File: src/rtl/mlpq_pkg.sv
// shared types, codes and default sizes for the multi-level priority fifo
// no dependencies; used by every module of the block
package mlpq_pkg;

	localparam int NUM_LEVELS_DEF  = 8;
	localparam int LEVEL_DEPTH_DEF = 8;
	localparam int DATA_WIDTH_DEF  = 32;

	// request function codes
	localparam logic FUNC_ENQ = 1'b0;
	localparam logic FUNC_DEQ = 1'b1;

	typedef enum logic [1:0] {
		ST_ENQ_OK    = 2'd0,
		ST_ENQ_DROP  = 2'd1,
		ST_DEQ_OK    = 2'd2,
		ST_DEQ_EMPTY = 2'd3
	} status_t;

	typedef struct packed {
		logic        func;
		logic [2:0]  priority_req;
		logic [31:0] data_in;
	} req_t;

	typedef struct packed {
		status_t     status;
		logic [31:0] data_out;
		logic [2:0]  served_level;
	} rsp_t;

	// controller to datapath commands
	typedef struct packed {
		logic capture;
		logic exec;
		logic load;
	} cmd_t;

endpackage

File: src/rtl/multi_level_priority_fifo.sv
// top level of the strict-priority multi-level fifo
// depends on mlpq_pkg, mlpq_ctrl and mlpq_dp
module multi_level_priority_fifo import mlpq_pkg::*; #(
	parameter int NUM_LEVELS  = NUM_LEVELS_DEF,
	parameter int LEVEL_DEPTH = LEVEL_DEPTH_DEF,
	parameter int DATA_WIDTH  = DATA_WIDTH_DEF
) (
	input  logic clk,
	input  logic arst_n,
	input  logic req_valid,
	output logic req_stall,
	input  req_t req,
	output logic rsp_valid,
	input  logic rsp_stall,
	output rsp_t rsp
);

	// Strict-priority queue with one circular fifo of LEVEL_DEPTH words per
	// level. Each request transfer gives exactly one response transfer: an
	// enqueue appends data_in to the fifo of priority_req (dropped, status 1,
	// when the level is full or out of range), a dequeue pops the oldest word
	// of the lowest-numbered non-empty level (status 3 when all are empty).
	// A request passes through three steps: capture, then level select with
	// pointer update and memory access, then response register load; the
	// single-port entry memory and registered read data keep them apart. A
	// new request is taken once the last is loaded; the response register
	// holds a finished result while the next request is taken and worked on,
	// and the load waits while rsp_stall holds it. No clearing pass is needed
	// after reset: per-level counts gate every memory read.

	cmd_t cmd;

	// sequencing and handshake
	mlpq_ctrl u_ctrl (
		.clk       (clk),
		.arst_n    (arst_n),
		.req_valid (req_valid),
		.req_stall (req_stall),
		.rsp_valid (rsp_valid),
		.rsp_stall (rsp_stall),
		.cmd       (cmd)
	);

	// storage, level select and response payload
	mlpq_dp #(
		.NUM_LEVELS  (NUM_LEVELS),
		.LEVEL_DEPTH (LEVEL_DEPTH),
		.DATA_WIDTH  (DATA_WIDTH)
	) u_dp (
		.clk    (clk),
		.arst_n (arst_n),
		.cmd    (cmd),
		.req    (req),
		.rsp    (rsp)
	);

endmodule

File: src/rtl/mlpq_ctrl.sv
// sequencing state machine and response handshake for the priority fifo
// depends on mlpq_pkg
module mlpq_ctrl import mlpq_pkg::*; (
	input  logic clk,
	input  logic arst_n,
	input  logic req_valid,
	output logic req_stall,
	output logic rsp_valid,
	input  logic rsp_stall,
	output cmd_t cmd
);

	typedef enum logic [1:0] {
		S_IDLE,
		S_EXEC,
		S_RESP
	} state_t;

	state_t state_q;
	logic   out_valid_q;

	always_comb begin
		cmd.capture = (state_q == S_IDLE) && req_valid;
		cmd.exec    = (state_q == S_EXEC);
		cmd.load    = (state_q == S_RESP) && (!out_valid_q || !rsp_stall);
	end

	assign req_stall = (state_q != S_IDLE);
	assign rsp_valid = out_valid_q;

	always_ff @(posedge clk or negedge arst_n) begin
		if (!arst_n) begin
			state_q     <= S_IDLE;
			out_valid_q <= 1'b0;
		end else begin
			unique case (state_q)
				S_IDLE: begin
					if (req_valid) state_q <= S_EXEC;
				end
				S_EXEC: state_q <= S_RESP;
				S_RESP: begin
					if (!out_valid_q || !rsp_stall) state_q <= S_IDLE;
				end
				default: state_q <= S_IDLE;
			endcase
			if (cmd.load) begin
				out_valid_q <= 1'b1;
			end else if (!rsp_stall) begin
				out_valid_q <= 1'b0;
			end
		end
	end

endmodule

File: src/rtl/mlpq_dp.sv
// datapath: entry memory, per-level pointers and counts, level select, result register
// depends on mlpq_pkg
module mlpq_dp import mlpq_pkg::*; #(
	parameter int NUM_LEVELS  = NUM_LEVELS_DEF,
	parameter int LEVEL_DEPTH = LEVEL_DEPTH_DEF,
	parameter int DATA_WIDTH  = DATA_WIDTH_DEF
) (
	input  logic clk,
	input  logic arst_n,
	input  cmd_t cmd,
	input  req_t req,
	output rsp_t rsp
);

	localparam int LW = $clog2(NUM_LEVELS);
	localparam int PW = (LEVEL_DEPTH > 1) ? $clog2(LEVEL_DEPTH) : 1;
	localparam int CW = $clog2(LEVEL_DEPTH + 1);
	localparam int ENTRIES = NUM_LEVELS * LEVEL_DEPTH;
	localparam int AW = $clog2(ENTRIES);

	req_t                  itm_q;
	logic [PW-1:0]         head_q  [NUM_LEVELS];
	logic [PW-1:0]         tail_q  [NUM_LEVELS];
	logic [CW-1:0]         count_q [NUM_LEVELS];
	logic [DATA_WIDTH-1:0] mem     [ENTRIES];
	logic [DATA_WIDTH-1:0] rd_q;
	status_t               status_q;
	logic [LW-1:0]         served_q;

	logic [NUM_LEVELS-1:0] nonempty;
	logic                  any_ne;
	logic [LW-1:0]         found;
	logic                  in_range;
	logic [LW-1:0]         enq_lvl;
	logic [LW-1:0]         lvl;
	logic                  enq_ok;
	logic                  deq_ok;
	logic [PW-1:0]         ptr;
	logic [PW-1:0]         ptr_nxt;
	logic [AW-1:0]         addr;

	// lowest-numbered non-empty level
	always_comb begin
		found = '0;
		for (int j = NUM_LEVELS - 1; j >= 0; j--) begin
			nonempty[j] = (count_q[j] != '0);
			if (nonempty[j]) found = LW'(j);
		end
		any_ne = |nonempty;
	end

	always_comb begin
		in_range = (32'(itm_q.priority_req) < 32'(NUM_LEVELS));
		enq_lvl  = LW'(itm_q.priority_req);
		lvl      = (itm_q.func == FUNC_DEQ) ? found : enq_lvl;
		enq_ok   = (itm_q.func == FUNC_ENQ) && in_range &&
		           (count_q[enq_lvl] < CW'(LEVEL_DEPTH));
		deq_ok   = (itm_q.func == FUNC_DEQ) && any_ne;
		ptr      = (itm_q.func == FUNC_DEQ) ? head_q[lvl] : tail_q[lvl];
		ptr_nxt  = (ptr == PW'(LEVEL_DEPTH - 1)) ? '0 : ptr + PW'(1);
		addr     = AW'(lvl) * AW'(LEVEL_DEPTH) + AW'(ptr);
	end

	always_ff @(posedge clk) begin
		if (cmd.capture) itm_q <= req;
	end

	always_ff @(posedge clk) begin
		if (cmd.exec && enq_ok) mem[addr] <= DATA_WIDTH'(itm_q.data_in);
		if (cmd.exec && deq_ok) rd_q <= mem[addr];
	end

	always_ff @(posedge clk or negedge arst_n) begin
		if (!arst_n) begin
			for (int j = 0; j < NUM_LEVELS; j++) begin
				head_q[j]  <= '0;
				tail_q[j]  <= '0;
				count_q[j] <= '0;
			end
		end else if (cmd.exec) begin
			if (enq_ok) begin
				tail_q[lvl]  <= ptr_nxt;
				count_q[lvl] <= count_q[lvl] + CW'(1);
			end else if (deq_ok) begin
				head_q[lvl]  <= ptr_nxt;
				count_q[lvl] <= count_q[lvl] - CW'(1);
			end
		end
	end

	always_ff @(posedge clk) begin
		if (cmd.exec) begin
			priority if (itm_q.func == FUNC_ENQ) begin
				status_q <= enq_ok ? ST_ENQ_OK : ST_ENQ_DROP;
			end else begin
				status_q <= deq_ok ? ST_DEQ_OK : ST_DEQ_EMPTY;
			end
			served_q <= deq_ok ? lvl : '0;
		end
	end

	always_ff @(posedge clk) begin
		if (cmd.load) begin
			rsp.status       <= status_q;
			rsp.data_out     <= (status_q == ST_DEQ_OK) ? 32'(rd_q) : '0;
			rsp.served_level <= 3'(served_q);
		end
	end

endmodule

File: config.mk
export PLATFORM = sky130hd
export DESIGN_NAME = multi_level_priority_fifo
export DESIGN_NICKNAME = d
export VERILOG_FILES = /design/src/rtl/mlpq_pkg.sv /design/src/rtl/multi_level_priority_fifo.sv /design/src/rtl/mlpq_ctrl.sv /design/src/rtl/mlpq_dp.sv
export SDC_FILE = /design/constraint.sdc
export NUM_CORES = 2
export LEC_CHECK = 0
export BUFFER_PORTS_ARGS = -buffer_cell sky130_fd_sc_hd__buf_4
export CORE_ASPECT_RATIO = 1.75
export CORE_MARGIN = 10
export CORE_UTILIZATION = 32
export DETAILED_ROUTE_END_ITERATION = 10
export HOLD_SLACK_MARGIN = 0.03
export PLACE_DENSITY = 0.6
export SLEW_MARGIN = 10
export SYNTH_ARGS = -nofsm -noshare
export SYNTH_HDL_FRONTEND = slang
export SYNTH_HIERARCHICAL = 1
export SYNTH_SLANG_ARGS = --single-unit
File: constraint.sdc
create_clock -name clk -period 5.81 [get_ports clk]
set_input_delay 0.2905 -clock clk [delete_from_list [all_inputs] [get_ports clk]]
set_output_delay 0.2905 -clock clk [all_outputs]
set_load 0.005 [all_outputs]
==> impl_results.md <==
* Status: finished, final reports clean
* Syn nets at 5406
* Post-Synth Adder-Cell Area at 0.000573
* GRT Util Overall at 0.197
* Post-layout net count at 5860
* HP Class: primary input to flip-flop
* Met2 routed WL at 154000 um
* Die Span Y at 711 um
* Syn Inst Count at 5362
* 1st-iter DRT viols at 6700
* WL/cell at 31.7 um
* Row Count at 253
* Port-buffer cells at 78
* Top cells by area, synth: edfxtp_1 74%, mux2_2 2.5%, dfrtp_1 2.4%, nand2_1 2.3%, mux2i_1 2.0%
* Gp weighted congestion at 0.927
* Synth warnings at 6
* Met3 wire length at 21600 um
* Final wirelength at 303000 um
* Synth async-reset ratio at 0.0370
* Primary FF master, synth: edfxtp_1
* Initial antenna violation count at 19
* Post-synthesis mux area share at 0.0525
* DR top layer: met5
* Critical Path Fanout Max at 35
* Slew Viols, Final at 0
* Pwr dens at 457 mW/mm^2
* Tcrit/Tclk final at 0.985
* CTS Root Cell: clkbuf_16
* Final setup skew at 0.0813 ns
* Simple-gate share of the synthesized area at 0.0587
* DIE AREA at 0.295 mm^2
* Num CTS Buffers at 196
* Worst skew pair latency at 0.88 ns
* Final Hold Fails at 0
* WP data required at 6.39 ns
* Setup Viol. Count Final at 0
* Most frequent cell after synthesis: edfxtp_1
* Area fraction of the dominant cell type after synthesis at 0.742
* Remaining DRCs at 0
* CTS H-tree depth at 4
* Die width at 415 um
* Clk slew on worst S/H paths at 0.07 ns
* Max cap viols at 0
* Remaining antenna violation count at 0
* Core area at 0.272 mm^2
* Worst Tran Pin Value at 1.22 ns
* Global route overflow at 0
* Synthesized area per cell at 16.3 um^2
* DR vias at 54.2k
* Area grow syn2layout at 18.7%
* Slew margin rel. at 0.184
* Xor and xnor area share after synthesis at 0.000301
* Setup TNS at 0 ns
* Critical Path Sink Type: flip-flop
* DR pass1 iterations at 6
* CTS tree: built
* Post-Syn Area at 0.0873 mm^2
* Post-synthesis sequential area ratio at 0.766
* Largest net degree at the start of global routing at 71
* Post-synth top area cell: edfxtp_1
* Synthesized flop and latch total at 2241
* Synth top cells by count: 2158 x edfxtp_1, 533 x nand2_1, 210 x a21oi_1
* Fmax at 175 MHz
* Num ports at 79
* Type of element launching the critical path: flip-flop
* Distinct cells, synth at 84
* Leakage at 33.5 nW
* Crit path time final at 5.72 ns
* CP arrival at 6.30 ns
* HPWL after DPL at 196000 um
* RSZ-0062 raised after global routing: false
* Peak VDD IR at 0.000263 V
* EDFF count, synth at 2158
* Largest family of logic cells by synthesized area: compound AO/OA/AOI/OAI gates
* Compound-Gate Fraction of Synth Area at 0.102
* First-pass GRT wire length at 420000 um
* Vias per inst at 5.67
* Vias in the first global route at 54.1k
* Initial core utilization at 0.321
* Layout cells sized above 1 at 0.210
* Design Power at 0.0473 W
* CTS sink cnt at 2241
* DRT met1 WL at 98800 um
* Critical setup path kind: flip-flop to flip-flop
* Max Buffers Root-to-Sink at 4
## per-stage QoR
stage | cells | util | area (um^2) | hold slack (ns) | setup slack [ns]
2_1_floorplan | 5362 | - | 87300 | -0.00509 | 0.235
3_3_place_gp | 9146 | 0.356 | 96600 | 0.161 | -0.107
3_5_place_dp | 9146 | 0.356 | 96600 | 0.168 | -0.135
4_1_cts | 9537 | 0.381 | 104000 | 0.0789 | 0.0952
5_1_grt | 9550 | 0.381 | 104000 | 0.104 | 0.00590
6_report | 9553 | 0.381 | 104000 | 0.118 | 0.0864
## what timing repair did
action,in CTS,in global routing
gates resized for setup,2,6
hold endpoints to repair,122,0
setup buffers,0,2
pin swaps,1,3
cloned,0,0
hold buffers,40,0
endpoints found under the setup margin,5,5
## kinds of logic after synthesis
logic type / after synthesis
xor gates and xnor gates: 3
AOI/OAI and AO/OA: 1233
DFF: 2241
adders and majority gates: 4
muxes: 403
buffers and inverters: 384
and+or+nand+nor: 1094
## final cells by class
| class | instances | area (um^2) |
|---|---|---|
| Antenna cell | 14 | 35.0 |
| Clock buffer | 222 | 5080 |
| Clock inverter | 129 | 1410 |
| Fill cell | 25100 | 168000 |
| Inverter | 18 | 96.3 |
| Multi-Input combinational cell | 2737 | 19500 |
| Sequential cell | 2241 | 66900 |
| Tap cell | 3570 | 4470 |
| Timing Repair Buffer | 622 | 6140 |
## worst max-delay path, stage by stage, from the launching register on
cell and delay [ns]:
dfrtp_1 0.42, or4_4 0.60, or4_4 0.65, a41oi_1 0.25
a211oi_1 0.11, nor4_2 0.47, and3_4 0.34, buf_12 0.25
buf_16 0.29, mux2i_1 0.32, a22oi_1 0.14, a32o_1 0.23
a222oi_1 0.86, or3b_1 0.41
## final timing paths
check                                endpoint  slack (ns)        startpoint  cells after the start
worst max-delay path            u_dp/rd_q[31]        0.09  u_dp/count_q[13]                     13
worst min-delay path            u_dp/itm_q[4]        0.12            req[4]                      2
worst min register to register    u_dp/rsp[1]        0.42  u_dp/served_q[1]                      0
worst max register to register  u_dp/rd_q[31]        0.09  u_dp/count_q[13]                     13
max in group asynchronous           async pin        4.72            arst_n                      3
min in group asynchronous           async pin        0.30            arst_n                      3
## power breakdown
part	internal (W)	switching, W
registers	0.0186	0.000349
clock network	0.00752	0.00601
logic	0.00494	0.00989
## per-layer routing
layer | vias to the layer above | GRT usage
li1 | 22500 | -
met1 | 27900 | 0.210
met2 | 2988 | 0.349
met3 | 822 | 0.0276
met4 | 2 | 0.157
met5 | - | 0
## registers in the layout (all words and copies together) (netlist names), named ones only
signal            cells
u_dp/mem           2048
u_dp/rsp             37
u_dp/itm_q           33
u_dp/rd_q            32
u_dp/count_q         24
u_dp/head_q          24
u_dp/tail_q          24
u_dp/enq_lvl          3
u_dp/served_q         3
u_ctrl/state_q        2
u_dp/status_q         2
u_ctrl/rsp_valid      1
## layout by cell type, fill, tap and decap left out, drive strengths merged, types with 27 or more instances in the layout
cell and instances:
a211oi 68, a21o 28, a21oi 211, a221o 49, a221oi 153, a222oi 35
a22oi 117, a311oi 28, a31oi 76, and2 34, and3 51, buf 582
bufinv 27, clkbuf 222, clkinv 80, dfrtp 83, dlygate4sd3 40, edfxtp 2158
inv 29, mux2 201, mux2i 178, nand2 535, nand3 155, nand4 46
nor2 141, nor4 52, o211ai 41, o21ai 193, o221ai 29, o22ai 35
(Power assumes the default switching activity.)
